**config.mk**
```make
export PLATFORM = sky130hd
export DESIGN_NAME = ordered_bounded_int_set
export DESIGN_NICKNAME = d
export VERILOG_FILES = /design/src/design/obsi_pkg.sv /design/src/design/obsi_ctrl.sv /design/src/design/obsi_dp.sv /design/src/design/ordered_bounded_int_set.sv
export SDC_FILE = /design/constraint.sdc
export NUM_CORES = 2
export LEC_CHECK = 0
export BUFFER_PORTS_ARGS = -buffer_cell sky130_fd_sc_hd__buf_2
export CAP_MARGIN = 5
export CORE_ASPECT_RATIO = 2
export CORE_MARGIN = 2
export CORE_UTILIZATION = 65
export DETAILED_ROUTE_END_ITERATION = 6
export PLACE_DENSITY = 0.93
export SYNTH_ARGS = -nofsm -noshare
export SYNTH_HDL_FRONTEND = slang
export SYNTH_HIERARCHICAL = 1
export SYNTH_SLANG_ARGS = --single-unit
```
**constraint.sdc**
```tcl
create_clock -name clk -period 10.5 [get_ports clk]
set_input_delay 0 -clock clk [delete_from_list [all_inputs] [get_ports clk]]
set_output_delay 0 -clock clk [all_outputs]
set_load 0.02 [all_outputs]
```
**src/design/obsi_pkg.sv**
```systemverilog
package obsi_pkg;

	localparam int CAPACITY  = 32;
	localparam int CNT_W     = $clog2(CAPACITY + 1);
	localparam int IDX_W     = (CAPACITY > 1) ? $clog2(CAPACITY) : 1;
	localparam int VAL_W     = 32;
	localparam int OUT_CNT_W = 6;

	typedef enum logic [1:0] {
		FUNC_ADD      = 2'd0,
		FUNC_REMOVE   = 2'd1,
		FUNC_CONTAINS = 2'd2,
		FUNC_CLEAR    = 2'd3
	} func_t;

	typedef enum logic [1:0] {
		ST_IDLE,
		ST_SEARCH,
		ST_UPDATE
	} state_t;

	// commands from the controller to the datapath
	typedef struct packed {
		logic load;
		logic search;
		logic update;
	} cmd_t;

endpackage

```
**src/design/obsi_ctrl.sv**
```systemverilog
module obsi_ctrl (
	input  logic             clk,
	input  logic             arst_n,
	input  logic             start,
	output logic             busy,
	output obsi_pkg::cmd_t   cmd
);
	import obsi_pkg::*;

	state_t state_q;
	state_t state_d;

	always_ff @(posedge clk or negedge arst_n) begin
		if (!arst_n) begin
			state_q <= ST_IDLE;
		end else begin
			state_q <= state_d;
		end
	end

	always_comb begin
		state_d    = state_q;
		cmd.load   = 1'b0;
		cmd.search = 1'b0;
		cmd.update = 1'b0;
		busy       = 1'b1;
		case (state_q)
			ST_IDLE: begin
				busy = 1'b0;
				if (start) begin
					cmd.load = 1'b1;
					state_d  = ST_SEARCH;
				end
			end
			ST_SEARCH: begin
				cmd.search = 1'b1;
				state_d    = ST_UPDATE;
			end
			ST_UPDATE: begin
				cmd.update = 1'b1;
				state_d    = ST_IDLE;
			end
			default: begin
				state_d = ST_IDLE;
			end
		endcase
	end

endmodule

```
**src/design/obsi_dp.sv**
```systemverilog
module obsi_dp (
	input  logic                          clk,
	input  logic                          arst_n,
	input  obsi_pkg::cmd_t                cmd,
	input  logic [1:0]                    func,
	input  logic signed [31:0]            value,
	output logic                          done,
	output logic                          ok,
	output logic [obsi_pkg::OUT_CNT_W-1:0] count
);
	import obsi_pkg::*;

	logic [VAL_W-1:0]    cell_q [CAPACITY];
	logic [CNT_W-1:0]    count_q;
	func_t               func_q;
	logic [VAL_W-1:0]    value_q;
	logic [CAPACITY-1:0] match_s1;
	logic                ok_q;
	logic                done_q;

	logic                found;
	logic [IDX_W-1:0]    pos;
	logic                room;
	logic                do_add;
	logic                do_remove;

	always_ff @(posedge clk) begin
		if (cmd.load) begin
			func_q  <= func_t'(func);
			value_q <= value;
		end
	end

	// every cell compares against the request value at once
	always_ff @(posedge clk) begin
		if (cmd.search) begin
			for (int i = 0; i < CAPACITY; i++) begin
				match_s1[i] <= (cell_q[i] == value_q) && (CNT_W'(i) < count_q);
			end
		end
	end

	// members are distinct, so at most one match: encode it by or-ing indices
	always_comb begin
		pos = '0;
		for (int i = 0; i < CAPACITY; i++) begin
			if (match_s1[i]) begin
				pos = pos | IDX_W'(i);
			end
		end
	end

	assign found     = |match_s1;
	assign room      = count_q < CNT_W'(CAPACITY);
	assign do_add    = cmd.update && (func_q == FUNC_ADD) && !found && room;
	assign do_remove = cmd.update && (func_q == FUNC_REMOVE) && found;

	always_ff @(posedge clk) begin
		for (int i = 0; i < CAPACITY; i++) begin
			if (do_add && (CNT_W'(i) == count_q)) begin
				cell_q[i] <= value_q;
			end else if (do_remove && (IDX_W'(i) >= pos) && (i + 1 < CAPACITY)) begin
				// shift from the upper neighbour to close the gap
				cell_q[i] <= cell_q[(i + 1 < CAPACITY) ? i + 1 : i];
			end
		end
	end

	always_ff @(posedge clk or negedge arst_n) begin
		if (!arst_n) begin
			count_q <= '0;
			done_q  <= 1'b0;
		end else begin
			done_q <= cmd.update;
			if (cmd.update) begin
				case (func_q)
					FUNC_ADD: begin
						if (do_add) begin
							count_q <= count_q + CNT_W'(1);
						end
					end
					FUNC_REMOVE: begin
						if (do_remove) begin
							count_q <= count_q - CNT_W'(1);
						end
					end
					FUNC_CLEAR: begin
						count_q <= '0;
					end
					default: begin
						count_q <= count_q;
					end
				endcase
			end
		end
	end

	always_ff @(posedge clk) begin
		if (cmd.update) begin
			case (func_q)
				FUNC_ADD:      ok_q <= !found && room;
				FUNC_REMOVE:   ok_q <= found;
				FUNC_CONTAINS: ok_q <= found;
				default:       ok_q <= 1'b1;
			endcase
		end
	end

	assign done  = done_q;
	assign ok    = ok_q;
	assign count = OUT_CNT_W'(count_q);

endmodule

```
**src/design/ordered_bounded_int_set.sv**
```systemverilog
// Set of up to 32 distinct signed 32-bit integers, held in insertion order.
// A request (func, value) is latched at the edge where start is high and busy
// is low; busy then stays high through a search state, in which every stored
// entry compares with the value at once, and an update state, in which the
// entries are written or shifted down and the count updated. In the cycle
// after that, done is high for exactly one cycle with ok and count, and a new
// request can be taken in that same cycle.
// The receiver cannot hold a result off: ok and count are valid only while
// done is high. count is the member count after the request.
module ordered_bounded_int_set (
	input  logic               clk,
	input  logic               arst_n,
	input  logic               start,
	output logic               busy,
	input  logic [1:0]         func,
	input  logic signed [31:0] value,
	output logic               done,
	output logic               ok,
	output logic [5:0]         count
);
	import obsi_pkg::*;

	cmd_t cmd;

	obsi_ctrl u_ctrl (
		.clk    (clk),
		.arst_n (arst_n),
		.start  (start),
		.busy   (busy),
		.cmd    (cmd)
	);

	obsi_dp u_dp (
		.clk    (clk),
		.arst_n (arst_n),
		.cmd    (cmd),
		.func   (func),
		.value  (value),
		.done   (done),
		.ok     (ok),
		.count  (count)
	);

	// a result is strobed for one cycle only
	assert property (@(posedge clk) disable iff (!arst_n) done |=> !done)
		else $error("done high on two consecutive cycles");

	// an accepted request keeps the block busy until its result
	assert property (@(posedge clk) disable iff (!arst_n) (start && !busy) |=> busy)
		else $error("request accepted but block not busy");

	assert property (@(posedge clk) disable iff (!arst_n) (start && !busy) |=> ##1 !done)
		else $error("result strobed too early");

	// the result appears once the block is free again
	assert property (@(posedge clk) disable iff (!arst_n) done |-> !busy)
		else $error("result strobed while busy");

endmodule
```
### Word-level counts from Yosys, hierarchy flattened

Memory sizes are Yosys's and may differ from the RTL's.
Cells that the tools add are included.

* $lt $le $gt $ge: 64
* reductions and logical operators: 109
* equal/unequal tests: 72
* add/sub/neg operators: 2
* bitwise logic cells: 31
* mux-type cells: 241

Operator list (count)
* equality test 32 bit: 32
* 2-to-1 mux 32 bit: 32
* 2-to-1 mux 1 bit: 166
* logical AND 1 bit: 101
* equality test 5 x 6 -> 1 bit (first input constant): 16
* less-than comparator 5 x 6 -> 1 bit (first input constant): 16
* 2-to-1 mux 5 bit: 17
* >= comparator 5 bit (first input constant): 15
* OR reduction 32 bit: 2
* equality test 4 x 6 -> 1 bit (first input constant): 8
* less-than comparator 4 x 6 -> 1 bit (first input constant): 8
* 2-to-1 mux 6 bit: 7
* >= comparator 4 x 5 -> 1 bit (first input constant): 8
* 2-to-1 mux 4 bit: 8
* OR 1 bit: 31
* equality test 3 x 6 -> 1 bit (first input constant): 4
* less-than comparator 3 x 6 -> 1 bit (first input constant): 4
* >= comparator 3 x 5 -> 1 bit (first input constant): 4
* one-hot mux 6 bit (3 select lines): 1
* equality test 2 x 6 -> 1 bit (first input constant): 2
* less-than comparator 1 x 6 -> 1 bit (first input constant): 2
* less-than comparator 2 x 6 -> 1 bit (first input constant): 2
* 2-to-1 mux 3 bit: 4
* >= comparator 1 x 5 -> 1 bit (first input constant): 2
* other kinds (18): 27

* memories: 1
* register bits: 76
* logic and storage cells: 527
* memory bits (writable): 1024
* bits of input ports: 37
* output and inout bits: 9

Memory list
* u_dp.cell_q: depth 32, bits a word 32, rd ports 32, clocked after Yosys merged registers in 0, wr ports 31, RTL line obsi_dp.sv:13 `logic [VAL_W-1:0] cell_q [CAPACITY];`

### Longest topological paths before layout

* depth in word-level cells: 38
* mapped depth: 9
* depth with buffers taken out: 7

### Modules after synthesis

The synthesis kept the hierarchy.

By module, submodules not included
* obsi_dp: cells each 4125, instances 1, area each 58213.3 µm², sequential area each 32936.6 µm²
* obsi_ctrl: cells each 9, instances 1, area each 97.6 µm², sequential area each 50.0 µm²

### Worst setup path after synthesis

No wires, ideal clock.

* kind: flip-flop to flip-flop
* start: register u_dp.match_s1[29]
* end: memory u_dp.cell_q[9][0] (netlist: u_dp/cell_q[0][288]), enable pin
* slack: 5.606 ns
* clock period less this slack: 4.894 ns
* library setup time: 0.466 ns
* buffers on the path: 0
* stages on the path, launching flop included: 7
* data required time: 10.034 ns
* arrival: 4.428 ns
* cell sequence: edfxtp_1 nor4_2 nand4_2 nor2_1 nand3_1 or4_1 o21ai_0

RTL lines
* start: declaration: RTL line obsi_dp.sv:17 `logic [CAPACITY-1:0] match_s1;`
* start signal: indexed assignment: RTL line obsi_dp.sv:38 `match_s1[i] <= (cell_q[i] == value_q) && (CNT_W'(i) < count_q);`
* end: declaration: RTL line obsi_dp.sv:13

==> impl_metrics.tcl <==
set metrics [dict create \
    cts_max_path_buffers 3 \
    io_buffers 45 \
    rows 155 \
    avgSynthCellArea_um2 14.11 \
    clkPwrFrac 0.376 \
    num_vias 38210 \
    violations "design-rule violations, max-capacitance violations, max-slew violations" \
    yosysSeqAreaShare 0.5657 \
    relSlewSlack -0.02728 \
    routabilityCongestion 0.9896 \
    min_period_ps 4539 \
    drv_cap 1 \
    yosysWarningCount 6 \
    via_per_inst 7.098 \
    p_sw_frac 0.2527 \
    ctsHtreeMaxLevel 3 \
    antenna_found_initial 19 \
    peakVddDrop_uv 247.0 \
    p_int_w 0.007387 \
    synth.area.top_cells "edfxtp_1 (56%), mux2_2 (16%), xor2_1 (10%)" \
    synth_edf_count 1091 \
    die_h_um 427.6 \
    wl_per_cell_um 36.17 \
    hold_class "in -> reg" \
    power_w 0.009886 \
    critical_path_class "reg -> reg" \
    nets 4168 \
    grt_max_degree 65 \
    slowest_delay_ps 900 \
    final_common_cell "edfxtp_1" \
    p_sw_w 0.002499 \
    grt_pass1_wl_um 275600 \
    clk_pin_slew_ps 70 \
    slew_violations 2 \
    ioPinCount 46 \
    grt_use_met3 0.1162 \
    path_max_fanout 37 \
    p_leak_nw 21.03 \
    syn-num-nets 4178 \
    post_cts_buffers 0 \
    gr-usage-met2 0.7058 \
    tritoncts "yes" \
    hpwl_um 124000 \
    grt-busiest-layer "met2" \
    cpMostUsedCell "buf_4" \
    crit_chain "nor4_1, and4_1, nand2_1, a21oi_4, o21a_1, buf_4, o21bai_2, buf_4" \
    cts_sinks 1100 \
    grt_pass1_vias 39170 \
    finalWirelength_um 194700 \
    fmax_ghz 0.2203 \
    dr.pass1.iters 7 \
    clock_tree.root_cell "clkbuf_16" \
    clock_latency_ps 730 \
    status "finished, violations left" \
    worstPathRequired_ps 10890 \
    cp-end-kind "flip-flop" \
    numCtsBuffers 93 \
    max_slew.worst_pin.slew_ps 1527 \
    initial_core_util 0.6551 \
    synthFlopType "edfxtp_1" \
    power.density_nw_per_um2 154.8 \
    timing.critical_path.slowest_stage_cell "a21oi_4" \
    die_w_um 215.8 \
    drc_errors 69 \
    cp-start-kind "flip-flop" \
    seqCellArea_um2 32990 \
    core_um2 89020 \
    yosysTopAreaCell "edfxtp_1" \
    grt_use_total 0.4259 \
    antenna_left 0 \
    fillers 5363 \
    arrival_ps 4930 \
    synth_cells 4134 \
    rsz0062_at_grt "false" \
    synth_cell_types 59 \
    drt_iter0_drc 4472 \
    comb_power_share 0.126 \
    layout_common_cells "edfxtp_1 (1091), mux2_2 (829), xor2_1 (678)" \
    multi_input_area_um2 24100 \
    hold_violations 0 \
    async_reset_ff_frac 0.008182 \
    area_delta_synth_final_pct 9.508 \
    syn_area_um2 58310 \
    setup_tns_ps 0 \
    yosys_register_bits 1100 \
    synth_top_cell_area_share 0.5618 \
    overflow 0 \
    use_met1 0.4049 \
    die_area_um2 92270 \
    drive_gt1_frac 0.2874 \
    finClkSkew_ps 44.36 \
    setup_viol 0 \
    post-route-period-util 0.4323 \
    pwr-share-seq 0.498 \
]
-- registers in the layout, indices dropped and copies added, names as in the netlist --
signal	count
u_dp/func_q	2
u_dp/ok	1
u_dp/match_s1	32
u_dp/done	1
u_dp/count	6
u_dp/value_q	32
u_ctrl/state_q	2
u_dp/cell_q	1024
-- power groups by stage --
stage	Clock (W)	Sequential (W)	Combinational, W
6_report	0.00371	0.00492	0.00125
5_1_grt	0.00386	0.00492	0.00127
4_1_cts	0.00371	0.00492	0.00117
3_5_place_dp	0	0.00502	0.00114
3_3_place_gp	0	0.00501	0.00111
2_1_floorplan	0	0.00501	0.000720
-- metal layers --
| metal | wire length, µm | vias up | part of all wire |
|---|---|---|---|
| met5 | 80 | - | 0.00041 |
| met4 | 27490 | 10 | 0.14 |
| met3 | 18800 | 1395 | 0.097 |
| met2 | 93610 | 3022 | 0.48 |
| met1 | 54730 | 18560 | 0.28 |
| li1 | - | 15220 | - |
-- timing repair --
action | in CTS | in global routing
hold endpoints to repair | 44 | 0
hold buffers | 68 | 0
resized for setup | 0 | 0
-- cells by family (layout without fill, tap and decap cells) --
family,Yosys count,in the layout,share of synthesized area
other,0,10,0
multiplexers,956,956,0.1846
buffers and inverters,356,418,0.02543
AO/OA/AOI/OAI,110,110,0.01283
XOR/XNOR,1022,1022,0.1535
flip-flops,1100,1100,0.5657
AND/OR/NAND/NOR,583,583,0.05643
adder cells (fa/ha/maj),7,7,0.001502
-- critical path: cells and delay by family, from the launching register on --
kind / cells / cell delay (ps)
AND/OR/NAND/NOR: 3 / 1430
AO/OA/AOI/OAI: 3 / 1520
flip-flops: 1 / 420
buffers and inverters: 2 / 800
-- cell type report --
type / instances / area share
Sequential cell: 1100 / 0.5166
Multi-Input combinational cell: 2678 / 0.3773
Clock buffer: 118 / 0.03987
Timing Repair Buffer: 241 / 0.03239
Tap cell: 1177 / 0.02306
Clock inverter: 49 / 0.009758
Inverter: 10 / 0.0005878
Antenna cell: 10 / 0.0003919
-- worst paths after layout --
kind	cells after the start	slack (ps)	startpoint	endpoint
setup / recovery	8	5960	u_dp/match_s1[13]	u_dp/cell_q[1][210]
hold / removal	2	40	value[15]	u_dp/value_q[15]
setup reg to reg	8	5960	u_dp/match_s1[13]	u_dp/cell_q[1][210]
hold reg to reg	1	550	u_ctrl/state_q[0]	u_ctrl/state_q[0]
max in group asynchronous	3	9710	arst_n	u_ctrl/state_q[0]
min in group asynchronous	3	430	arst_n	u_dp/count[0]
-- stage by stage --
stage	util	hold WS (ps)	worst slack [ps]	instance area [µm²]	instances
after global routing	0.7171	71.91	5707	63830	5373
after CTS	0.7168	25.18	6103	63810	5372
after detailed placement	0.6736	-117.8	6113	59960	5137
after floorplan	-	-295.6	5606	58310	4134
final	0.7173	38.65	5961	63860	5383
after global placement	0.6735	-122.1	6142	59950	5136
-- cell usage after synthesis (12+ instances only) --
cell	count
buf_2	48
nor4_1	204
nor3_1	29
edfxtp_1	1091
mux2_1	126
xnor2_1	344
nor2_1	17
o21ai_1	12
mux2_2	829
o21ai_0	33
buf_1	69
xor2_1	678
nand2_1	128
nand3_1	40
clkbuf_1	212
nand4_1	110
Power figures use the tool's default switching activity.
